<file path="src/rtl/assert_macros.svh">
// ----------------------------------------------------------------------------
// assertion macros
// shared shorthand for clocked concurrent assertions
// ----------------------------------------------------------------------------
`ifndef ASSERT_MACROS_SVH
`define ASSERT_MACROS_SVH

// property checked at every rising edge, muted while reset is high
`define ASSERT_CLKD(label, clk, rst, prop, msg) \
  label: assert property (@(posedge clk) disable iff (rst) (prop)) else $error(msg);

// property checked at every rising edge, reset included
`define ASSERT_ALWAYS(label, clk, prop, msg) \
  label: assert property (@(posedge clk) (prop)) else $error(msg);

`endif

</file>
<file path="src/rtl/slcfp_pkg.sv">
// ----------------------------------------------------------------------------
// slcfp_pkg
// types, codes and the crc-16 byte update of the frame parser
// ----------------------------------------------------------------------------
package slcfp_pkg;

  localparam int unsigned MAX_PAYLOAD = 1024;

  localparam int unsigned CFG_IDX_W  = 2;
  localparam int unsigned CFG_DATA_W = 11;

  localparam logic [CFG_IDX_W-1:0] CFG_SYNC    = 2'd0;
  localparam logic [CFG_IDX_W-1:0] CFG_VERSION = 2'd1;
  localparam logic [CFG_IDX_W-1:0] CFG_MAX_LEN = 2'd2;

  localparam logic [7:0]  SYNC_RESET    = 8'hAA;
  localparam logic [7:0]  VERSION_RESET = 8'h01;
  localparam logic [10:0] MAX_LEN_RESET = 11'd1024;

  localparam logic [15:0] CRC_INIT = 16'hFFFF;
  localparam logic [15:0] CRC_POLY = 16'h1021;

  typedef struct packed {
    logic [7:0]  sync_value;
    logic [7:0]  version_value;
    logic [10:0] max_payload_len;
  } cfg_t;

  typedef enum logic [8:0] {
    PH_SYNC  = 9'b000000001,
    PH_VER   = 9'b000000010,
    PH_CHAN  = 9'b000000100,
    PH_SEQ   = 9'b000001000,
    PH_LENHI = 9'b000010000,
    PH_LENLO = 9'b000100000,
    PH_PAY   = 9'b001000000,
    PH_CRCHI = 9'b010000000,
    PH_CRCLO = 9'b100000000
  } phase_t;

  typedef enum logic [2:0] {
    EV_NONE = 3'd0,
    EV_PAY  = 3'd1,
    EV_GOOD = 3'd2,
    EV_VER  = 3'd3,
    EV_LEN  = 3'd4,
    EV_CRC  = 3'd5
  } event_t;

  // crc-16/ccitt-false, msb first, one byte
  function automatic logic [15:0] crc16_byte(logic [15:0] crc_in, logic [7:0] data);
    logic [15:0] c;
    c = crc_in ^ {data, 8'h00};
    for (int k = 0; k < 8; k++) begin
      if (c[15]) begin
        c = {c[14:0], 1'b0} ^ CRC_POLY;
      end else begin
        c = {c[14:0], 1'b0};
      end
    end
    return c;
  endfunction

endpackage

</file>
<file path="src/rtl/slcfp_byte_if.sv">
// ----------------------------------------------------------------------------
// slcfp_byte_if
// valid/ready channel carrying one received byte
// ----------------------------------------------------------------------------
interface slcfp_byte_if;
  logic       valid;
  logic       ready;
  logic [7:0] byte_in;

  modport source (output valid, output byte_in, input ready);
  modport sink (input valid, input byte_in, output ready);
endinterface

</file>
<file path="src/rtl/slcfp_event_if.sv">
// ----------------------------------------------------------------------------
// slcfp_event_if
// valid/ready channel carrying one parser event
// ----------------------------------------------------------------------------
interface slcfp_event_if;
  logic        valid;
  logic        ready;
  logic [2:0]  event_res;
  logic [7:0]  channel_id;
  logic [7:0]  sequence_no;
  logic [10:0] frame_length;
  logic [7:0]  data_byte;
  logic [9:0]  byte_index;
  logic        last_payload;

  modport source (
    output valid, output event_res, output channel_id, output sequence_no,
    output frame_length, output data_byte, output byte_index, output last_payload,
    input ready
  );
  modport sink (
    input valid, input event_res, input channel_id, input sequence_no,
    input frame_length, input data_byte, input byte_index, input last_payload,
    output ready
  );
endinterface

</file>
<file path="src/rtl/slcfp_cfg_regs.sv">
// ----------------------------------------------------------------------------
// slcfp_cfg_regs
// configuration register file, write only
// ----------------------------------------------------------------------------
module slcfp_cfg_regs (
  input  logic                               clk,
  input  logic                               rst,
  input  logic                               cfg_we,
  input  logic [slcfp_pkg::CFG_IDX_W-1:0]    cfg_index,
  input  logic [slcfp_pkg::CFG_DATA_W-1:0]   cfg_data,
  output slcfp_pkg::cfg_t                    cfg
);

  always_ff @(posedge clk) begin
    if (rst) begin
      cfg.sync_value      <= slcfp_pkg::SYNC_RESET;
      cfg.version_value   <= slcfp_pkg::VERSION_RESET;
      cfg.max_payload_len <= slcfp_pkg::MAX_LEN_RESET;
    end else if (cfg_we) begin
      case (cfg_index)
        slcfp_pkg::CFG_SYNC:    cfg.sync_value      <= cfg_data[7:0];
        slcfp_pkg::CFG_VERSION: cfg.version_value   <= cfg_data[7:0];
        slcfp_pkg::CFG_MAX_LEN: cfg.max_payload_len <= cfg_data;
        default: ;
      endcase
    end
  end

endmodule

</file>
<file path="src/rtl/slcfp_parser.sv">
// ----------------------------------------------------------------------------
// slcfp_parser
// per-byte frame state step, crc update and registered event output
// ----------------------------------------------------------------------------
`include "assert_macros.svh"

module slcfp_parser #(
  parameter int unsigned MAX_PAYLOAD = slcfp_pkg::MAX_PAYLOAD
) (
  input  logic              clk,
  input  logic              rst,
  input  slcfp_pkg::cfg_t   cfg,
  slcfp_byte_if.sink        in_ch,
  slcfp_event_if.source     out_ch
);

  localparam logic [15:0] MaxPay = 16'(MAX_PAYLOAD);

  slcfp_pkg::phase_t phase, phase_next;
  logic [7:0]  held_channel, held_channel_next;
  logic [7:0]  held_sequence, held_sequence_next;
  logic [15:0] held_length, held_length_next;
  logic [10:0] payload_count, payload_count_next;
  logic [15:0] running_crc, running_crc_next;
  logic [7:0]  crc_high, crc_high_next;

  slcfp_pkg::event_t ev;
  logic [7:0]  dbyte;
  logic [9:0]  didx;
  logic        dlast;
  logic [15:0] limit;
  logic [15:0] len_lo;
  logic [10:0] count_inc;
  logic [15:0] crc_upd;
  logic [15:0] crc_first;
  logic [7:0]  b;
  logic        accept;

  assign b       = in_ch.byte_in;
  assign accept  = in_ch.valid && in_ch.ready;
  // output register frees up when empty or being drained
  assign in_ch.ready = !out_ch.valid || out_ch.ready;

  assign crc_upd   = slcfp_pkg::crc16_byte(running_crc, b);
  assign crc_first = slcfp_pkg::crc16_byte(slcfp_pkg::CRC_INIT, b);
  assign limit     = ({5'd0, cfg.max_payload_len} > MaxPay) ? MaxPay
                                                            : {5'd0, cfg.max_payload_len};
  assign len_lo    = {held_length[15:8], b};
  assign count_inc = payload_count + 11'd1;

  always_comb begin
    phase_next         = phase;
    held_channel_next  = held_channel;
    held_sequence_next = held_sequence;
    held_length_next   = held_length;
    payload_count_next = payload_count;
    running_crc_next   = running_crc;
    crc_high_next      = crc_high;
    ev    = slcfp_pkg::EV_NONE;
    dbyte = 8'd0;
    didx  = 10'd0;
    dlast = 1'b0;
    case (phase)
      slcfp_pkg::PH_VER: begin
        if (b != cfg.version_value) begin
          ev         = slcfp_pkg::EV_VER;
          phase_next = (b == cfg.sync_value) ? slcfp_pkg::PH_VER : slcfp_pkg::PH_SYNC;
        end else begin
          running_crc_next = crc_first;
          phase_next       = slcfp_pkg::PH_CHAN;
        end
      end
      slcfp_pkg::PH_CHAN: begin
        held_channel_next = b;
        running_crc_next  = crc_upd;
        phase_next        = slcfp_pkg::PH_SEQ;
      end
      slcfp_pkg::PH_SEQ: begin
        held_sequence_next = b;
        running_crc_next   = crc_upd;
        phase_next         = slcfp_pkg::PH_LENHI;
      end
      slcfp_pkg::PH_LENHI: begin
        held_length_next = {b, 8'd0};
        running_crc_next = crc_upd;
        phase_next       = slcfp_pkg::PH_LENLO;
      end
      slcfp_pkg::PH_LENLO: begin
        held_length_next = len_lo;
        running_crc_next = crc_upd;
        if (len_lo > limit) begin
          ev         = slcfp_pkg::EV_LEN;
          phase_next = slcfp_pkg::PH_SYNC;
        end else begin
          payload_count_next = 11'd0;
          phase_next = (len_lo == 16'd0) ? slcfp_pkg::PH_CRCHI : slcfp_pkg::PH_PAY;
        end
      end
      slcfp_pkg::PH_PAY: begin
        running_crc_next   = crc_upd;
        ev                 = slcfp_pkg::EV_PAY;
        dbyte              = b;
        didx               = payload_count[9:0];
        payload_count_next = count_inc;
        if ({5'd0, count_inc} >= held_length) begin
          dlast      = 1'b1;
          phase_next = slcfp_pkg::PH_CRCHI;
        end
      end
      slcfp_pkg::PH_CRCHI: begin
        crc_high_next = b;
        phase_next    = slcfp_pkg::PH_CRCLO;
      end
      slcfp_pkg::PH_CRCLO: begin
        ev = ({crc_high, b} == running_crc) ? slcfp_pkg::EV_GOOD : slcfp_pkg::EV_CRC;
        phase_next = slcfp_pkg::PH_SYNC;
      end
      default: begin
        phase_next = (b == cfg.sync_value) ? slcfp_pkg::PH_VER : slcfp_pkg::PH_SYNC;
      end
    endcase
  end

  // parse state
  always_ff @(posedge clk) begin
    if (rst) begin
      phase         <= slcfp_pkg::PH_SYNC;
      held_channel  <= 8'd0;
      held_sequence <= 8'd0;
      held_length   <= 16'd0;
      payload_count <= 11'd0;
      running_crc   <= 16'd0;
      crc_high      <= 8'd0;
    end else if (accept) begin
      phase         <= phase_next;
      held_channel  <= held_channel_next;
      held_sequence <= held_sequence_next;
      held_length   <= held_length_next;
      payload_count <= payload_count_next;
      running_crc   <= running_crc_next;
      crc_high      <= crc_high_next;
    end
  end

  // result register
  always_ff @(posedge clk) begin
    if (rst) begin
      out_ch.valid <= 1'b0;
    end else if (accept) begin
      out_ch.valid <= 1'b1;
    end else if (out_ch.ready) begin
      out_ch.valid <= 1'b0;
    end
  end

  always_ff @(posedge clk) begin
    if (accept) begin
      out_ch.event_res    <= ev;
      out_ch.channel_id   <= held_channel_next;
      out_ch.sequence_no  <= held_sequence_next;
      out_ch.frame_length <= (|held_length_next[15:11]) ? 11'h7FF : held_length_next[10:0];
      out_ch.data_byte    <= dbyte;
      out_ch.byte_index   <= didx;
      out_ch.last_payload <= dlast;
    end
  end

  `ASSERT_CLKD(a_accept_gives_result, clk, rst,
    $past(accept) |-> out_ch.valid, "accepted item left no result")
  `ASSERT_CLKD(a_payload_fields_clear, clk, rst,
    (out_ch.valid && out_ch.event_res != slcfp_pkg::EV_PAY) |->
    (out_ch.data_byte == 8'd0 && out_ch.byte_index == 10'd0 && !out_ch.last_payload),
    "payload fields set on a non-payload event")
  `ASSERT_CLKD(a_last_matches_length, clk, rst,
    (out_ch.valid && out_ch.last_payload) |->
    (out_ch.event_res == slcfp_pkg::EV_PAY &&
     out_ch.frame_length[9:0] == out_ch.byte_index + 10'd1),
    "last payload byte does not match frame length")

endmodule

</file>
<file path="src/rtl/sync_length_crc_frame_parser_top.sv">
// ----------------------------------------------------------------------------
// sync_length_crc_frame_parser_top
// byte-stream frame parser: sync, version, header, payload, crc-16 check
// ----------------------------------------------------------------------------
// Takes one received byte per item and returns exactly one event item per
// byte, registered, at a sustained rate of one item per cycle while the
// receiver keeps ready up; each step holds one crc-16/ccitt-false byte
// update (eight shift steps of the polynomial) with the frame state step.
// The output register decouples the two channels: a new byte is taken
// whenever the result register is empty or being drained in the same
// cycle. Frame on the wire: sync, version, channel, sequence, length high,
// length low, payload, crc high, crc low; the crc covers version through
// payload. Configuration writes take effect on the next byte and are meant
// to be issued while the parser is idle.

module sync_length_crc_frame_parser_top #(
  parameter int unsigned MAX_PAYLOAD = slcfp_pkg::MAX_PAYLOAD
) (
  input  logic                               clk,
  input  logic                               rst,
  // configuration write port
  input  logic                               cfg_we,
  input  logic [slcfp_pkg::CFG_IDX_W-1:0]    cfg_index,
  input  logic [slcfp_pkg::CFG_DATA_W-1:0]   cfg_data,
  // received bytes in, parser events out
  slcfp_byte_if.sink                         byte_ch,
  slcfp_event_if.source                      event_ch
);

  // live register values, sync byte, version byte and length limit
  slcfp_pkg::cfg_t cfg;

  slcfp_cfg_regs u_cfg_regs (
    .clk       (clk),
    .rst       (rst),
    .cfg_we    (cfg_we),
    .cfg_index (cfg_index),
    .cfg_data  (cfg_data),
    .cfg       (cfg)
  );

  // per-byte state step, crc and result register
  slcfp_parser #(
    .MAX_PAYLOAD (MAX_PAYLOAD)
  ) u_parser (
    .clk    (clk),
    .rst    (rst),
    .cfg    (cfg),
    .in_ch  (byte_ch),
    .out_ch (event_ch)
  );

endmodule

</file>
<file path="src/flat_wrapper.sv">
// flat-port wrapper written by rule: the top's interface ports become plain ports
module sync_length_crc_frame_parser_top_flat 
#(
  parameter int unsigned MAX_PAYLOAD = slcfp_pkg::MAX_PAYLOAD
)
  (clk, rst, cfg_we, cfg_index, cfg_data, byte_ch_valid, byte_ch_byte_in, byte_ch_ready, event_ch_valid, event_ch_event_res, event_ch_channel_id, event_ch_sequence_no, event_ch_frame_length, event_ch_data_byte, event_ch_byte_index, event_ch_last_payload, event_ch_ready);
  slcfp_byte_if byte_ch_i ();
  slcfp_event_if event_ch_i ();
  input  logic clk;
  input  logic rst;
  input  logic cfg_we;
  input  logic [slcfp_pkg::CFG_IDX_W-1:0] cfg_index;
  input  logic [slcfp_pkg::CFG_DATA_W-1:0] cfg_data;
  input wire logic [$bits(byte_ch_i.valid)-1:0] byte_ch_valid;
  input wire logic [$bits(byte_ch_i.byte_in)-1:0] byte_ch_byte_in;
  output wire logic [$bits(byte_ch_i.ready)-1:0] byte_ch_ready;
  output wire logic [$bits(event_ch_i.valid)-1:0] event_ch_valid;
  output wire logic [$bits(event_ch_i.event_res)-1:0] event_ch_event_res;
  output wire logic [$bits(event_ch_i.channel_id)-1:0] event_ch_channel_id;
  output wire logic [$bits(event_ch_i.sequence_no)-1:0] event_ch_sequence_no;
  output wire logic [$bits(event_ch_i.frame_length)-1:0] event_ch_frame_length;
  output wire logic [$bits(event_ch_i.data_byte)-1:0] event_ch_data_byte;
  output wire logic [$bits(event_ch_i.byte_index)-1:0] event_ch_byte_index;
  output wire logic [$bits(event_ch_i.last_payload)-1:0] event_ch_last_payload;
  input wire logic [$bits(event_ch_i.ready)-1:0] event_ch_ready;
  assign byte_ch_i.valid = byte_ch_valid;
  assign byte_ch_i.byte_in = byte_ch_byte_in;
  assign byte_ch_ready = byte_ch_i.ready;
  assign event_ch_valid = event_ch_i.valid;
  assign event_ch_event_res = event_ch_i.event_res;
  assign event_ch_channel_id = event_ch_i.channel_id;
  assign event_ch_sequence_no = event_ch_i.sequence_no;
  assign event_ch_frame_length = event_ch_i.frame_length;
  assign event_ch_data_byte = event_ch_i.data_byte;
  assign event_ch_byte_index = event_ch_i.byte_index;
  assign event_ch_last_payload = event_ch_i.last_payload;
  assign event_ch_i.ready = event_ch_ready;
  sync_length_crc_frame_parser_top #(.MAX_PAYLOAD(MAX_PAYLOAD)) u_core (.clk(clk), .rst(rst), .cfg_we(cfg_we), .cfg_index(cfg_index), .cfg_data(cfg_data), .byte_ch(byte_ch_i), .event_ch(event_ch_i));
endmodule
</file>
<file path="config.mk">
export PLATFORM = sky130hd
export DESIGN_NAME = sync_length_crc_frame_parser_top_flat
export DESIGN_NICKNAME = d
export VERILOG_FILES = /design/src/rtl/slcfp_pkg.sv /design/src/rtl/slcfp_byte_if.sv /design/src/rtl/slcfp_event_if.sv /design/src/rtl/slcfp_cfg_regs.sv /design/src/rtl/slcfp_parser.sv /design/src/rtl/sync_length_crc_frame_parser_top.sv /design/src/flat_wrapper.sv
export VERILOG_INCLUDE_DIRS = /design/src /design/src/rtl
export SDC_FILE = /design/constraint.sdc
export NUM_CORES = 1
export LEC_CHECK = 0
export ABC_CLOCK_PERIOD_IN_PS = 5600
export BUFFER_PORTS_ARGS = -buffer_cell sky130_fd_sc_hd__buf_2
export CAP_MARGIN = 0
export CORE_MARGIN = 2
export CORE_UTILIZATION = 47
export CTS_BUF_LIST = sky130_fd_sc_hd__clkbuf_4 sky130_fd_sc_hd__clkbuf_8
export DETAILED_ROUTE_END_ITERATION = 7
export PLACE_DENSITY_LB_ADDON = 0.25
export SYNTH_ARGS = -nofsm -noshare
export SYNTH_HDL_FRONTEND = slang
export SYNTH_HIERARCHICAL = 1
export SYNTH_SLANG_ARGS = --single-unit
</file>
<file path="constraint.sdc">
create_clock -name clk -period 5.6 [get_ports clk]
set_clock_uncertainty 0.1 [all_clocks]
set_input_delay 0.28 -clock clk [delete_from_list [all_inputs] [get_ports clk]]
set_output_delay 0.28 -clock clk [all_outputs]
set_load 0.01 [all_outputs]
</file>
==> impl_metrics.csv <==
group,metric,value,unit
synth,synthAdderAreaFrac,3.677,%
placement,post-place-ws,1.953,ns
synth,synth_top_area_cell,"dfxtp_1",
global_route,grt_use_met2,31.64,%
cts,cts_made_buffers,17,
global_route,top_usage_layer,"met2",
min_path,worstHoldPathType,"in2reg",
synth,synth_edf_count,49,
global_route,use_met1,27.89,%
drt,num_vias,5961,
die,io_pins,77,
sta,final_max_slew_viol_count,0,
global_route,grt_pass1_vias,5452,
drt,wl,17.68,mm
sta,hold_viol,0,
finish,fillers,1512,
setup_path,endpoint_kind,"flip-flop",
drt,viasPerCell,5.479,
die,dieArea,0.01770,mm^2
power_and_ir_drop,total_leakage_power,3.580,nW
synth,yosysSeqAreaShare,45.40,%
global_route,grt.overflow.total,0,
sta,min_period,3.688,ns
synth,synthSimpleGateAreaFrac,17.55,%
synth,synth.area.mux_share,8.729,%
setup_path,cpPeakStageDelay,0.56,ns
setup_path,crit_buf_inv,0,
placement,dpl.hpwl,11.59,mm
global_route,grt_first_pass_wirelength,28.23,mm
setup_path,crit_path_start_kind,"flip-flop",
synth,synth.avg_cell_area,9.734,um^2
setup_path,cp.arrival,3.97,ns
synth,synth-main-ff-cell,"dfxtp_1",
finish,drive_gt1_share,15.44,%
global_route,gr-usage-met3,4.330,%
synth,synth_top_family_by_area,"simple AND/OR/NAND/NOR gates",
synth,synth_xor_area_share,9.289,%
min_path,min_path_cells,3,
synth,synth_common_cells,"dfxtp_1 (104), nor2_1 (80), mux2i_1 (57)",
sta,worst_pin_slew,1.146,ns
cts,clock_latency,0.46,ns
synth,synth_top_area_share,26.60,%
cts,cts_tree,"yes",
setup_path,crit_chain,"ha_1 -> nand3_1 -> nor4_1 -> xor2_1 -> ha_1 -> nand3_1 -> or4_1 -> and4_1 -> or4_1 -> a21oi_1",
synth,async_flop_share,0,%
synth,yosysMostFrequentCell,"dfxtp_1",
finish,num_antenna_cells,0,
synth,synthTopCellsByArea,"dfxtp_1 (27%), edfxtp_1 (19%), mux2i_1 (7.3%)",
synth,synth-compound-area-share,11.41,%
synth,synthesis.nets,853,
cts,clock_path_buffers,2,
setup_path,required,5.88,ns
power_and_ir_drop,peakVddDrop,0.1435,mV
synth,syn_area,0.007826,mm^2
cts,h-tree-depth,4,
finish,final-instance-count-excl-fill,1088,
setup_path,path_delay_family,"simple AND/OR/NAND/NOR gates",
setup_path,slowest_stage,"or4_1",
setup_path,ff2ff_path_depth,10,
sta,hold_ws,0.01884,ns
setup_path,crit_cells,10,
finish,area_growth,11.48,%
cts,clk_pin_slew_worst_paths,0.08,ns
sta,max-slew-margin-rel,23.40,%
die,start_util,47.70,%
job,cap_violations,0,
drt,drc_errors,0,
synth,synth_warnings,6,
die,die_y,133.0,um
sta,fin_ws,1.912,ns
finish,fin_nets,904,
sta,period_share,65.86,%
placement,place_inst,1051,
drt,routedWlPerCell,16.25,um
synth,synth.ff_latch_count,153,
cts,cts_root_buffer,"clkbuf_8",
sta,timing.setup.tns,0,ns
die,rows,47,
drt,drt_pass1_iterations,5,
placement,place.gp.congestion,0.7967,
drt,drtIter0Drc,457,
die,core-area,0.01641,mm^2
drt,ant_nets,0,
setup_path,critPathMaxFanout,9,
cts,cts.sinks,153,
synth,syn-instance-count,804,
sta,rsz0062_at_grt,"no",
global_route,antenna_found_initial,0,
power_and_ir_drop,power.density,245.3,mW/mm^2
placement,io_buffer_count,76,
status,status,"finished clean",
setup_path,critPathKind,"reg2reg",
synth,ys_types,66,
die,die_w,133.0,um
global_route,grt_max_degree,105,
global_route,gr-usage-all-layers,20.17,%
sta,max_freq,0.2711,GHz
sta,setup_viol_count_final,0,
-- worst reg2reg max path, stage by stage, from the launching register on --
cell     delay, ns
dfxtp_1       0.47
ha_1          0.27
nand3_1       0.26
nor4_1        0.45
xor2_1        0.13
ha_1          0.31
nand3_1       0.10
or4_1         0.56
and4_1        0.31
or4_1         0.53
a21oi_1       0.14
-- placed cells by master, fill, tap and decap left out, types with 6 or more instances in the layout --
cell      count
dfxtp_1     104
nor2_1       80
buf_2        75
mux2i_1      57
nand2_1      54
edfxtp_1     49
xor2_1       46
nand2b_1     39
a21oi_1      38
xnor2_1      37
o21ai_0      25
ha_1         23
a31oi_1      21
inv_1        19
clkbuf_8     17
and2_1       17
nor3_1       13
nand3_1      11
nand4_1      10
mux2_2       10
a22oi_1       8
nor4_1        8
a221o_1       8
buf_4         7
or3_1         6
a311oi_1      6
-- layer usage --
| metal | vias to the layer above | share of wire [%] | routed length, um |
|---|---|---|---|
| met1 | 2830 | 48 | 8471 |
| met4 | 0 | 1.5 | 269 |
| li1 | 2933 | - | - |
| met3 | 27 | 4.6 | 813 |
| met5 | - | 0 | 0 |
| met2 | 171 | 46 | 8124 |
-- timing repair --
item                                   in CTS  in global routing
hold buffers                                4                  1
endpoints found under the hold margin       4                  1
setup buffers                               0                  0
setup endpoints to repair                   0                  0
gates resized for setup                     0                  0
-- where the power goes --
| group | internal [W] | leakage, nW | total (W) | switching [W] |
|---|---|---|---|---|
| Combinational | 0.0000586 | 2.06 | 0.000160 | 0.000101 |
| Sequential | 0.00116 | 1.34 | 0.00117 | 0.00000869 |
| Clock | 0.000394 | 0.188 | 0.000807 | 0.000413 |
-- cell type report --
cell class | instances | area (um^2) | area share [%]
Timing Repair Buffer | 87 | 478.0 | 5.478
Clock buffer | 18 | 241.5 | 2.768
Clock inverter | 14 | 132.6 | 1.520
Multi-Input combinational cell | 575 | 3965 | 45.45
Tap cell | 220 | 275.3 | 3.155
Inverter | 21 | 78.83 | 0.9035
Sequential cell | 153 | 3553 | 40.73
-- through the flow --
| stage | power, W | instance area, um^2 | util [%] |
|---|---|---|---|
| final | 0.002140 | 8725 | 53.18 |
| after floorplan | 0.001303 | 7826 | - |
| after detailed placement | 0.001358 | 8300 | 50.59 |
| after global routing | 0.002222 | 8725 | 53.18 |
| after global placement | 0.001357 | 8300 | 50.59 |
| after CTS | 0.002157 | 8715 | 53.12 |
-- flip-flops by register name, indices dropped and copies added, names as in the netlist, 9 cells and up --
name                                 count
u_core/u_parser/out_ch.byte_index       10
u_core/u_cfg_regs/cfg                   27
u_core/u_parser/out_ch.frame_length     11
u_core/u_parser/running_crc             16
u_core/u_parser/held_length             16
u_core/u_parser/phase                    9
u_core/u_parser/payload_count           11
-- logic make-up after synthesis --
kind of cell               Yosys count
xor gates and xnor gates            83
muxes                               67
and+or+nand+nor                    268
adders and majority gates           23
DFF                                153
buffers and inverters               76
AOI/OAI and AO/OA                  134
-- final timing paths --
check / startpoint / to / slack, ns
setup / recovery: u_core/u_parser/payload_count[0] / u_core/u_parser/phase[8] / 1.91
hold / removal: cfg_data[3] / u_core/u_cfg_regs/cfg[22] / 0.02
setup reg to reg: u_core/u_parser/payload_count[0] / u_core/u_parser/phase[8] / 1.91
hold reg to reg: u_core/u_parser/held_sequence[6] / u_core/u_parser/held_sequence[6] / 0.36
No activity file was read; power rests on OpenSTA's default activity.
